[config.mk]
export PLATFORM = sky130hd
export DESIGN_NAME = edge_pair_logo_detector
export DESIGN_NICKNAME = d
export VERILOG_FILES = /design/src/rtl/epld_pkg.sv /design/src/rtl/epld_pair_eval.sv /design/src/rtl/edge_pair_logo_detector.sv
export VERILOG_INCLUDE_DIRS = /design/src /design/src/rtl
export SDC_FILE = /design/constraint.sdc
export NUM_CORES = 1
export LEC_CHECK = 0
export BUFFER_PORTS_ARGS = -buffer_cell sky130_fd_sc_hd__buf_4
export CORE_ASPECT_RATIO = 1.25
export CORE_MARGIN = 4
export CORE_UTILIZATION = 55
export DETAILED_ROUTE_END_ITERATION = 7
export PLACE_DENSITY = 0.88
export SLEW_MARGIN = 25
export SYNTH_ARGS = -nofsm -noshare
export SYNTH_HDL_FRONTEND = slang
export SYNTH_SLANG_ARGS = --single-unit
[constraint.sdc]
create_clock -name clk -period 3.9 [get_ports clk]
set_clock_uncertainty 0.05 [all_clocks]
set_input_delay 0.78 -clock clk [delete_from_list [all_inputs] [get_ports clk]]
set_output_delay 0.78 -clock clk [all_outputs]
set_load 0.1 [all_outputs]
[src/rtl/assert_macros.svh]
// ----------------------------------------------------------------------------
// Assertion macros
// Concurrent assertion wrappers that vanish when SYNTHESIS is defined.
// ----------------------------------------------------------------------------
`ifndef ASSERT_MACROS_SVH
`define ASSERT_MACROS_SVH

`ifndef SYNTHESIS

// The property must hold at every rising clock edge outside reset.
`define ASSERT_PROP(label, clk, rst_n, prop) \
	label: assert property (@(posedge clk) disable iff (!rst_n) (prop)) \
		else $error("assertion failed");

// The expression must never be true outside reset.
`define ASSERT_NEVER(label, clk, rst_n, expr) \
	label: assert property (@(posedge clk) disable iff (!rst_n) !(expr)) \
		else $error("forbidden condition seen");

`else

`define ASSERT_PROP(label, clk, rst_n, prop)
`define ASSERT_NEVER(label, clk, rst_n, expr)

`endif

`endif

[src/rtl/epld_pkg.sv]
// ----------------------------------------------------------------------------
// Edge pair logo detector package
// Shared widths, codes and types of the logo detector.
// ----------------------------------------------------------------------------
package epld_pkg;

	localparam int PIX_W     = 8;
	localparam int CFG_W     = 8;
	localparam int CNT_OUT_W = 10;
	localparam int RUN_W     = 9;
	localparam int VERDICT_W = 2;
	localparam int CFG_IDX_W = 2;

	localparam int S_TDATA_W = 48;
	localparam int M_TDATA_W = 40;

	localparam logic [RUN_W-1:0] RUN_MAX = 9'd511;

	localparam logic [VERDICT_W-1:0] VERDICT_LOGO    = 2'd0;
	localparam logic [VERDICT_W-1:0] VERDICT_NOLOGO  = 2'd1;
	localparam logic [VERDICT_W-1:0] VERDICT_UNKNOWN = 2'd2;

	localparam logic [CFG_IDX_W-1:0] REG_RUN_THRESHOLD = 2'd0;
	localparam logic [CFG_IDX_W-1:0] REG_EDGE_MIN      = 2'd1;
	localparam logic [CFG_IDX_W-1:0] REG_BRIGHT_LIMIT  = 2'd2;

	typedef struct packed {
		logic [CFG_W-1:0] run_threshold;
		logic [CFG_W-1:0] edge_min;
		logic [CFG_W-1:0] bright_limit;
	} cfg_t;

	typedef struct packed {
		logic pass;
		logic unknown;
	} pair_flags_t;

endpackage

[src/rtl/epld_pair_eval.sv]
// ----------------------------------------------------------------------------
// Edge pair evaluation
// Classifies one test pair as passed, unknown (too bright) or plainly failed.
// ----------------------------------------------------------------------------
module epld_pair_eval (
	input  epld_pkg::cfg_t                 cfg,
	input  logic [epld_pkg::PIX_W-1:0]     rise_left,
	input  logic [epld_pkg::PIX_W-1:0]     rise_mid,
	input  logic [epld_pkg::PIX_W-1:0]     rise_right,
	input  logic [epld_pkg::PIX_W-1:0]     fall_left,
	input  logic [epld_pkg::PIX_W-1:0]     fall_mid,
	input  logic [epld_pkg::PIX_W-1:0]     fall_right,
	output epld_pkg::pair_flags_t          flags
);
	import epld_pkg::*;

	logic rise_ok;
	logic fall_ok;
	logic bright;

	// right - left >= edge_min, and right - left <= -edge_min, kept unsigned.
	assign rise_ok = {1'b0, rise_right} >= ({1'b0, rise_left} + {1'b0, cfg.edge_min});
	assign fall_ok = ({1'b0, fall_right} + {1'b0, cfg.edge_min}) <= {1'b0, fall_left};

	assign bright = (rise_left > cfg.bright_limit) || (rise_mid > cfg.bright_limit) ||
			(fall_left > cfg.bright_limit) || (fall_mid > cfg.bright_limit);

	assign flags.pass    = rise_ok && fall_ok;
	assign flags.unknown = !(rise_ok && fall_ok) && bright;

endmodule

[src/rtl/edge_pair_logo_detector.sv]
// ----------------------------------------------------------------------------
// Edge pair logo detector
// Per-frame logo verdict from luma edge test pairs, with hysteresis flag.
// ----------------------------------------------------------------------------
// The block takes one beat per clock cycle. A beat enters an input register,
// its pair is classified and added to the frame counters in the next cycle,
// and a closing beat moves the frame counts into a verdict register, from
// which the verdict and the hysteresis run counters fill the output register.
// s_tready drops only while a closing beat waits behind a frame whose result
// has not been taken yet; beats that do not close a frame keep flowing
// meanwhile.
`include "assert_macros.svh"

module edge_pair_logo_detector #(
	parameter int PAIR_COUNT_MAX = 1023
) (
	input  logic                               clk,
	input  logic                               arst_n,
	// Configuration write port
	input  logic                               cfg_we,
	input  logic [epld_pkg::CFG_IDX_W-1:0]     cfg_index,
	input  logic [epld_pkg::CFG_W-1:0]         cfg_data,
	// Input stream
	input  logic                               s_tvalid,
	output logic                               s_tready,
	// rise_left[7:0], rise_mid[15:8], rise_right[23:16],
	// fall_left[31:24], fall_mid[39:32], fall_right[47:40]
	input  logic [epld_pkg::S_TDATA_W-1:0]     s_tdata,
	// has_pair[0]
	input  logic                               s_tuser,
	// last_in_frame
	input  logic                               s_tlast,
	// Output stream
	output logic                               m_tvalid,
	input  logic                               m_tready,
	// verdict[1:0], logo_present[2], passed_pairs[12:3], total_pairs[22:13],
	// unknown_pairs[32:23], zero fill [39:33]
	output logic [epld_pkg::M_TDATA_W-1:0]     m_tdata
);
	import epld_pkg::*;

	localparam int CNT_W = $clog2(PAIR_COUNT_MAX + 1);
	localparam int CMP_W = CNT_W + 2;
	localparam logic [CNT_W-1:0] CNT_MAX = CNT_W'(PAIR_COUNT_MAX);

	cfg_t cfg_q;

	// Input stage
	logic             valid_s1;
	logic             has_pair_s1;
	logic             last_s1;
	logic [PIX_W-1:0] rise_left_s1, rise_mid_s1, rise_right_s1;
	logic [PIX_W-1:0] fall_left_s1, fall_mid_s1, fall_right_s1;

	// Frame accumulators
	logic [CNT_W-1:0] total_q, passed_q, unknown_q;
	logic [CNT_W-1:0] total_nxt, passed_nxt, unknown_nxt;

	// Verdict stage
	logic             valid_s2;
	logic [CNT_W-1:0] total_s2, passed_s2, unknown_s2;

	// Hysteresis and output
	logic [RUN_W-1:0]     logo_run_q, nologo_run_q;
	logic                 logo_flag_q;
	logic [RUN_W-1:0]     logo_run_nxt, nologo_run_nxt;
	logic                 logo_flag_nxt;
	logic [RUN_W-1:0]     logo_run_inc, nologo_run_inc;
	logic [VERDICT_W-1:0] verdict;
	logic [CMP_W-1:0]     passed_x3, unknown_x3, total_ext;

	logic                 out_valid_q;
	logic [VERDICT_W-1:0] out_verdict_q;
	logic                 out_flag_q;
	logic [CNT_OUT_W-1:0] out_passed_q, out_total_q, out_unknown_q;

	pair_flags_t flags;

	logic out_free, s2_adv, s2_free, s1_move, s_accept;

	assign out_free = !out_valid_q || m_tready;
	assign s2_adv   = valid_s2 && out_free;
	assign s2_free  = !valid_s2 || out_free;
	assign s1_move  = valid_s1 && (!last_s1 || s2_free);
	assign s_tready = !valid_s1 || s1_move;
	assign s_accept = s_tvalid && s_tready;

	// Configuration registers
	always_ff @(posedge clk or negedge arst_n) begin
		if (!arst_n) begin
			cfg_q.run_threshold <= 8'd1;
			cfg_q.edge_min      <= 8'd5;
			cfg_q.bright_limit  <= 8'd200;
		end else if (cfg_we) begin
			unique case (cfg_index)
				REG_RUN_THRESHOLD: cfg_q.run_threshold <= cfg_data;
				REG_EDGE_MIN:      cfg_q.edge_min      <= cfg_data;
				REG_BRIGHT_LIMIT:  cfg_q.bright_limit  <= cfg_data;
				default: ;
			endcase
		end
	end

	// Input register
	always_ff @(posedge clk or negedge arst_n) begin
		if (!arst_n) begin
			valid_s1 <= 1'b0;
		end else if (s_tready) begin
			valid_s1 <= s_tvalid;
		end
	end

	always_ff @(posedge clk) begin
		if (s_accept) begin
			has_pair_s1   <= s_tuser;
			last_s1       <= s_tlast;
			rise_left_s1  <= s_tdata[7:0];
			rise_mid_s1   <= s_tdata[15:8];
			rise_right_s1 <= s_tdata[23:16];
			fall_left_s1  <= s_tdata[31:24];
			fall_mid_s1   <= s_tdata[39:32];
			fall_right_s1 <= s_tdata[47:40];
		end
	end

	epld_pair_eval u_pair_eval (
		.cfg        (cfg_q),
		.rise_left  (rise_left_s1),
		.rise_mid   (rise_mid_s1),
		.rise_right (rise_right_s1),
		.fall_left  (fall_left_s1),
		.fall_mid   (fall_mid_s1),
		.fall_right (fall_right_s1),
		.flags      (flags)
	);

	// Saturating frame counts including the beat in the input register.
	always_comb begin
		total_nxt   = total_q;
		passed_nxt  = passed_q;
		unknown_nxt = unknown_q;
		if (has_pair_s1) begin
			total_nxt = (total_q < CNT_MAX) ? total_q + CNT_W'(1) : CNT_MAX;
			if (flags.pass) begin
				passed_nxt = (passed_q < CNT_MAX) ? passed_q + CNT_W'(1) : CNT_MAX;
			end
			if (flags.unknown) begin
				unknown_nxt = (unknown_q < CNT_MAX) ? unknown_q + CNT_W'(1) : CNT_MAX;
			end
		end
	end

	always_ff @(posedge clk or negedge arst_n) begin
		if (!arst_n) begin
			total_q   <= '0;
			passed_q  <= '0;
			unknown_q <= '0;
		end else if (s1_move) begin
			if (last_s1) begin
				total_q   <= '0;
				passed_q  <= '0;
				unknown_q <= '0;
			end else begin
				total_q   <= total_nxt;
				passed_q  <= passed_nxt;
				unknown_q <= unknown_nxt;
			end
		end
	end

	always_ff @(posedge clk or negedge arst_n) begin
		if (!arst_n) begin
			valid_s2 <= 1'b0;
		end else if (s1_move && last_s1) begin
			valid_s2 <= 1'b1;
		end else if (s2_adv) begin
			valid_s2 <= 1'b0;
		end
	end

	always_ff @(posedge clk) begin
		if (s1_move && last_s1) begin
			total_s2   <= total_nxt;
			passed_s2  <= passed_nxt;
			unknown_s2 <= unknown_nxt;
		end
	end

	// passed >= floor(total/3) is 3*passed + 3 > total, and
	// unknown > floor(total/3) is 3*unknown > total.
	assign total_ext  = CMP_W'(total_s2);
	assign passed_x3  = {1'b0, passed_s2, 1'b0} + CMP_W'(passed_s2) + CMP_W'(3);
	assign unknown_x3 = {1'b0, unknown_s2, 1'b0} + CMP_W'(unknown_s2);

	assign logo_run_inc   = (logo_run_q < RUN_MAX) ? logo_run_q + RUN_W'(1) : RUN_MAX;
	assign nologo_run_inc = (nologo_run_q < RUN_MAX) ? nologo_run_q + RUN_W'(1) : RUN_MAX;

	always_comb begin
		logo_run_nxt   = logo_run_q;
		nologo_run_nxt = nologo_run_q;
		logo_flag_nxt  = logo_flag_q;
		priority if (passed_x3 > total_ext) begin
			verdict      = VERDICT_LOGO;
			logo_run_nxt = logo_run_inc;
			if (logo_run_inc > RUN_W'(cfg_q.run_threshold)) begin
				logo_flag_nxt  = 1'b1;
				nologo_run_nxt = '0;
			end
		end else if (unknown_x3 > total_ext) begin
			verdict = VERDICT_UNKNOWN;
		end else begin
			verdict        = VERDICT_NOLOGO;
			nologo_run_nxt = nologo_run_inc;
			if (nologo_run_inc > RUN_W'(cfg_q.run_threshold)) begin
				logo_flag_nxt = 1'b0;
				logo_run_nxt  = '0;
			end
		end
	end

	always_ff @(posedge clk or negedge arst_n) begin
		if (!arst_n) begin
			logo_run_q   <= '0;
			nologo_run_q <= '0;
			logo_flag_q  <= 1'b0;
			out_valid_q  <= 1'b0;
		end else begin
			if (s2_adv) begin
				logo_run_q   <= logo_run_nxt;
				nologo_run_q <= nologo_run_nxt;
				logo_flag_q  <= logo_flag_nxt;
				out_valid_q  <= 1'b1;
			end else if (m_tready) begin
				out_valid_q <= 1'b0;
			end
		end
	end

	always_ff @(posedge clk) begin
		if (s2_adv) begin
			out_verdict_q <= verdict;
			out_flag_q    <= logo_flag_nxt;
			out_passed_q  <= CNT_OUT_W'(passed_s2);
			out_total_q   <= CNT_OUT_W'(total_s2);
			out_unknown_q <= CNT_OUT_W'(unknown_s2);
		end
	end

	assign m_tvalid = out_valid_q;
	assign m_tdata  = {7'd0, out_unknown_q, out_total_q, out_passed_q, out_flag_q,
			out_verdict_q};

	`ASSERT_PROP(a_frame_reaches_output, clk, arst_n, s2_adv |=> m_tvalid)
	`ASSERT_PROP(a_close_clears_counts, clk, arst_n,
		(s1_move && last_s1) |=> (total_q == '0 && passed_q == '0 && unknown_q == '0))
	`ASSERT_NEVER(a_stall_only_on_close, clk, arst_n,
		!s_tready && !(valid_s1 && last_s1 && valid_s2))
	`ASSERT_NEVER(a_counts_within_total, clk, arst_n,
		(passed_q > total_q) || (unknown_q > total_q))

endmodule

# After elaboration in Yosys (flattened, before gate mapping)
# Cells that the tools add are included.
[classes]
n_addsub = 10
magnitude_cmp = 15
n_eq_ne = 4
n_mux = 28
n_reduce_logical = 27
[op_table]
columns = ["operator", "count"]
rows = [
  ["$mux 10", 11],
  ["$mux 9", 8],
  ["$gt 8x8->1", 4],
  ["$add 10x1->10 const B", 3],
  ["$lt 10x10->1 const B", 3],
  ["$add 11x10->12", 2],
  ["$gt 12x10->1", 2],
  ["$add 8x8->9", 2],
  ["$add 9x1->9 const B", 2],
  ["$gt 9x8->1", 2],
  ["$lt 9x9->1 const B", 2],
  ["$add 12x2->12 const B", 1],
  ["$ge 8x9->1", 1],
  ["$le 9x8->1", 1],
  ["$mux 1", 8],
  ["$logic_or 1x1->1", 7],
  ["$logic_and 1x1->1", 6],
  ["$reduce_and 2->1", 3],
  ["$reduce_and 3->1", 2],
  ["$reduce_bool 2->1", 3],
  ["$logic_not 1->1", 5],
  ["$eq 2x1->1 const B", 1],
  ["$eq 2x2->1 const B", 1],
  ["$logic_not 2->1", 1],
  ["other kinds (3)", 3],
]
[totals]
reg_bits = 189
wordCells = 112

# Longest topological paths before layout
[depth]
ltp_word = 8
depth_mapped = 18

# Cells and area by module
# From an unflattened synthesis, not the netlist that was laid out.
[hier_totals]
cells_unflattened = 989
area_unflattened_um2 = 11123.2
[modules_own_cells]
columns = ["mod", "n_inst", "cells_per_inst", "area_each_um2", "seq_area_each_um2"]
rows = [
  ["edge_pair_logo_detector", 1, 781, 9454.1, 5302.6],
  ["epld_pair_eval", 1, 208, 1669.1, 0.0],
]

# Least setup slack after synthesis
# OpenSTA, ideal clock, no wires.
[synth_timing]
path_type = "flip-flop to flip-flop"
start = "register passed_s2[1]"
end = "register out_flag_q, data pin"
setup_ns = 0.279
t_arrival_ns = 3.666
required_ns = 3.571
slack_ns = -0.095
stages_incl_launch_ff = 17
path_buffers = 1
period_less_slack_ns = 3.995
path_cell_list = "edfxtp_1 > ha_1 > ha_1 > a211oi_1 > o21bai_1 > a21oi_1 > o21bai_1 > a21oi_1 > xnor2_1 > ha_1 > a211o_1 > nor2_1 > a211oi_1 > or4_4 > buf_2 > a21oi_1 > a21oi_1"
[synth_between]
elab_chain_len = 4
[synth_lines]
columns = ["item", "line_no", "rtl"]
rows = [
  ["start: declaration", "edge_pair_logo_detector.sv:61", "logic [CNT_W-1:0] total_s2, passed_s2, unknown_s2;"],
  ["start signal: assignment", "edge_pair_logo_detector.sv:184", "passed_s2 <= passed_nxt;"],
  ["$add 11x10->12", "edge_pair_logo_detector.sv:192", "assign passed_x3 = {1'b0, passed_s2, 1'b0} + CMP_W'(passed_s2) + CMP_W'(3);"],
  ["$add 12x2->12", "edge_pair_logo_detector.sv:192", ""],
  ["$gt 12x10->1", "edge_pair_logo_detector.sv:202", "priority if (passed_x3 > total_ext) begin"],
  ["$mux 1", "edge_pair_logo_detector.sv:202", ""],
  ["named net logo_flag_nxt", "edge_pair_logo_detector.sv:67", "logic logo_flag_nxt;"],
  ["end signal: assignment", "edge_pair_logo_detector.sv:242", "out_flag_q <= logo_flag_nxt;"],
  ["end: declaration", "edge_pair_logo_detector.sv:74", "logic out_flag_q;"],
]
# The timed path passes the listed nets, and every way through them passes these cells.
# A chain may end at the register's enable or synchronous reset.

# Worst setup path after layout
[layout_timing]
start = "register passed_s2[2]"
end = "register logo_run_q[0]"
[layout_between]
elab_chain_len = 5
elab_cells_between_ends = 7
classes_between = "add/sub: 2; order compare: 1; eq/ne: 1; mux: 1; reduce/logical: 2"
[layout_lines]
columns = ["item", "line_no", "rtl"]
rows = [
  ["$add 11x10->12 *", "edge_pair_logo_detector.sv:192", ""],
  ["$add 12x2->12 *", "edge_pair_logo_detector.sv:192", ""],
  ["$gt 12x10->1 *", "edge_pair_logo_detector.sv:202", ""],
  ["$ne 2x2->1 (no source line) or $reduce_bool 2->1 (tied branches)", "n/a", ""],
  ["$reduce_and 3->1 (no source line)", "n/a", ""],
  ["end signal: assignment", "edge_pair_logo_detector.sv:229", "logo_run_q <= logo_run_nxt;"],
  ["end: declaration", "edge_pair_logo_detector.sv:64", "logic [RUN_W-1:0] logo_run_q, nologo_run_q;"],
]
# Mark *: on every way between the ends. The rest lies on a longest branch, timed or not.

==> impl_metrics.json <==
{
  "globalRouteOverflowTotal": 0,
  "power-per-cell-area_mw_per_mm2": 484.2,
  "critPathKind": "reg2reg",
  "number_of_warnings_reported_in_the_yosys_synthesis_log": 0,
  "share_of_the_clock_period_used_by_the_worst_path_after_layout": 1.027,
  "cts.clk_slew.worst_paths_ps": 70,
  "portBuffers": 99,
  "met2_track_demand_over_resource": 0.3951,
  "first_global_vias": 9004,
  "synth_area_leader_cell": "edfxtp_1",
  "post-layout-total-power_mw": 6.555,
  "cp_data_required_time_ps": 4240,
  "final_antenna_net_count": 0,
  "final.setup.tns_ps": -921.3,
  "power_frac_comb": 0.335,
  "clock_path_buffers": 2,
  "netSwitchingFraction": 0.3465,
  "clock-root-buffer": "clkbuf_16",
  "maxCapViolations": 0,
  "final_critical_path_setup_slack_ps": -104.0,
  "critPathCaptureType": "flop",
  "post_syn_area_mm2": 0.01131,
  "synth.lib_cells_used.distinct": 75,
  "rows": 58,
  "cts_hold_fix_bufs": 0,
  "core_region_area_mm2": 0.02017,
  "synth_top_area_share": 0.3001,
  "nNetsFinal": 1382,
  "route.final.wire_length_mm": 27.42,
  "grt_setup_unrepaired": "true",
  "drt_drc_violations_left": 0,
  "placement.cell_area_mm2": 0.01256,
  "finalInstanceArea_mm2": 0.01354,
  "grt_pass1_wl_mm": 43.19,
  "total_net_switching_power_mw": 2.271,
  "power_frac_clock": 0.283,
  "synth-edff-count": 113,
  "category_of_the_worst_setup_path_launch_point": "flop",
  "power_frac_seq": 0.383,
  "groute.usage.overall": 0.2354,
  "ys_async_sr_fraction": 0.4021,
  "synth_sequential_area_ratio": 0.4689,
  "final_layout_size_suffix_gt1_frac": 0.2240,
  "grt_antenna_before_repair": 0,
  "critical_path_arrival_ps": 4340,
  "fp.dieArea_mm2": 0.02293,
  "finalWeightedCongestion": 0.9452,
  "netlist_instances": 1033,
  "synth_most_common_cell": "ha_1",
  "die_width_um": 136.3,
  "critPathMaxFanout": 8,
  "timing.final.max_slew_violations": 0,
  "worst-r2r-cell-count": 18,
  "internal-power_mw": 4.284,
  "effective_utilization_at_floorplan": 0.5605,
  "layout.core_utilization": 0.6710,
  "clock_tree.htree_level_count": 4,
  "area_delta_synth_final_pct": 19.72,
  "numClockSinks": 189,
  "globalRouteMet1Util": 0.2879,
  "firstDrtPassIters": 6,
  "violations": "setup timing",
  "groute.layer.met3.usage": 0.03766,
  "global_routing_s_busiest_layer": "met2",
  "hold-worst-slack_ps": 284.5,
  "total_via_count_in_the_routed_design": 9062,
  "timing.fmax_mhz": 249.8,
  "dominantRegCellSynth": "edfxtp_1",
  "post-route-min-period_ps": 4004,
  "synth.top_cells.by_area": "edfxtp_1 (30%), dfrtp_1 (15%), ha_1 (15%), a21oi_1 (3.3%), inv_1 (2.5%)",
  "worstHoldPathType": "in2async",
  "setup_viol": 14,
  "first_iter_violations": 1179,
  "synth.cells.most_frequent": "ha_1 (135), edfxtp_1 (113), inv_1 (76)",
  "pre_cts_slack_ps": -112.3,
  "insertedDiodeCount": 0,
  "routed_via_density": 6.198,
  "numCtsBuffers": 17,
  "placed_cells_incl_taps": 1414,
  "finalNonFillerCells": 1462,
  "die_height_um": 168.3,
  "drt-wirelength-per-cell_um": 18.76,
  "pin_count_of_the_biggest_net_entering_global_routing": 77,
  "boundaryPins": 107,
  "hpwl_mm": 18.90,
  "synth_seq_cells": 189,
  "max_slew_margin": 0.3506,
  "ir_worst_vdd_uv": 386.0,
  "cellLeakagePower_nw": 5.909,
  "worst-slew-pin-transition_ps": 974.2,
  "synth.avg_cell_area_um2": 10.95,
  "tritoncts_clock_tree": "yes",
  "outcome": "finished with violations",
  "hold_viol_final": 0,
  "clk-insertion-delay-late_ps": 450
}
-- registers in the layout, indices dropped and copies added (netlist names), 9 cells and up --
register       cells
unknown_s2        10
passed_s2         10
total_s2          10
out_unknown_q     10
unknown_q         10
cfg_q             24
passed_q          10
out_passed_q      10
total_q           10
logo_run_q         9
nologo_run_q       9
out_total_q       10
-- final timing paths --
| kind | startpoint | endpoint | slack [ps] |
|---|---|---|---|
| worst max-delay path | passed_s2[2] | logo_run_q[0] | -100 |
| worst min-delay path | arst_n | total_q[9] | 280 |
| worst max register to register | passed_s2[2] | logo_run_q[0] | -100 |
| worst min register to register | total_s2[6] | out_total_q[6] | 400 |
| max in group asynchronous | arst_n | cfg_q[11] | 2980 |
| min in group clk | total_s2[6] | out_total_q[6] | 400 |
-- per-layer routing --
layer  wire length, um  up-vias
li1                  -     4207
met4              1354        0
met3              1598      117
met5                 0        -
met2             13750      418
met1             10720     4320
-- cell families (layout without fill, tap and decap cells) --
| kind of cell | count (synthesis) | in the layout | synth area share |
|---|---|---|---|
| other cells | 1 | 7 | 0.0003316 |
| fa+ha+maj | 138 | 138 | 0.1547 |
| compound gates | 270 | 270 | 0.1611 |
| mux | 28 | 28 | 0.02788 |
| flops | 189 | 189 | 0.4689 |
| buf+inv | 104 | 257 | 0.03740 |
| xor+xnor | 34 | 34 | 0.02633 |
| simple gates | 269 | 269 | 0.1234 |
-- cell type report --
type,instances,area (um2)
Inverter,77,289.0
Clock buffer,20,446.7
Tap cell,270,337.8
Fill cell,1408,6636
Sequential cell,189,5303
Multi-Input combinational cell,746,5847
Timing Repair Buffer,148,1139
Clock inverter,12,176.4
-- critical path: stages, from the launching register on --
cell,delay [ps]
edfxtp_1,410
buf_4,170
ha_4,240
ha_4,270
inv_1,50
o21bai_1,150
a21oi_2,80
o21ai_1,120
a21oi_1,90
xnor2_1,150
ha_1,340
a21o_1,200
a211o_1,310
nor2b_1,190
a211oi_2,90
or4_4,590
o21ai_2,150
buf_6,150
a22o_1,130
-- power by group through the flow --
stage	Combinational (mW)	Sequential, mW	Clock [mW]
after global routing	2.41	2.53	1.95
after CTS	2.07	2.50	1.87
after global placement	1.91	2.53	0
after floorplan	1.30	2.66	0
final	2.19	2.51	1.85
after detailed placement	2.00	2.54	0
-- repair_timing --
item	4_1_cts	5_1_grt
buffers inserted	4	12
pin swaps	14	16
setup endpoints to repair	39	55
resized for setup	14	37
-- layout by cell type (no fill, tap or decap), types with 11 or more instances in the layout --
cell type and n:
a21oi_1 68, a22o_1 16, a31oi_1 18, and3_1 15
buf_4 143, clkbuf_16 17, dfrtp_1 70, edfxtp_1 113
ha_1 130, inv_1 76, mux2_2 24, nand2_1 62
nand2b_1 15, nand3_1 33, nand4_1 29, nor2_1 48
nor2b_1 13, nor3_1 12, o21a_1 11, o21ai_0 36
xnor2_1 21, xor2_1 13
Power figures use the tool's default switching activity.
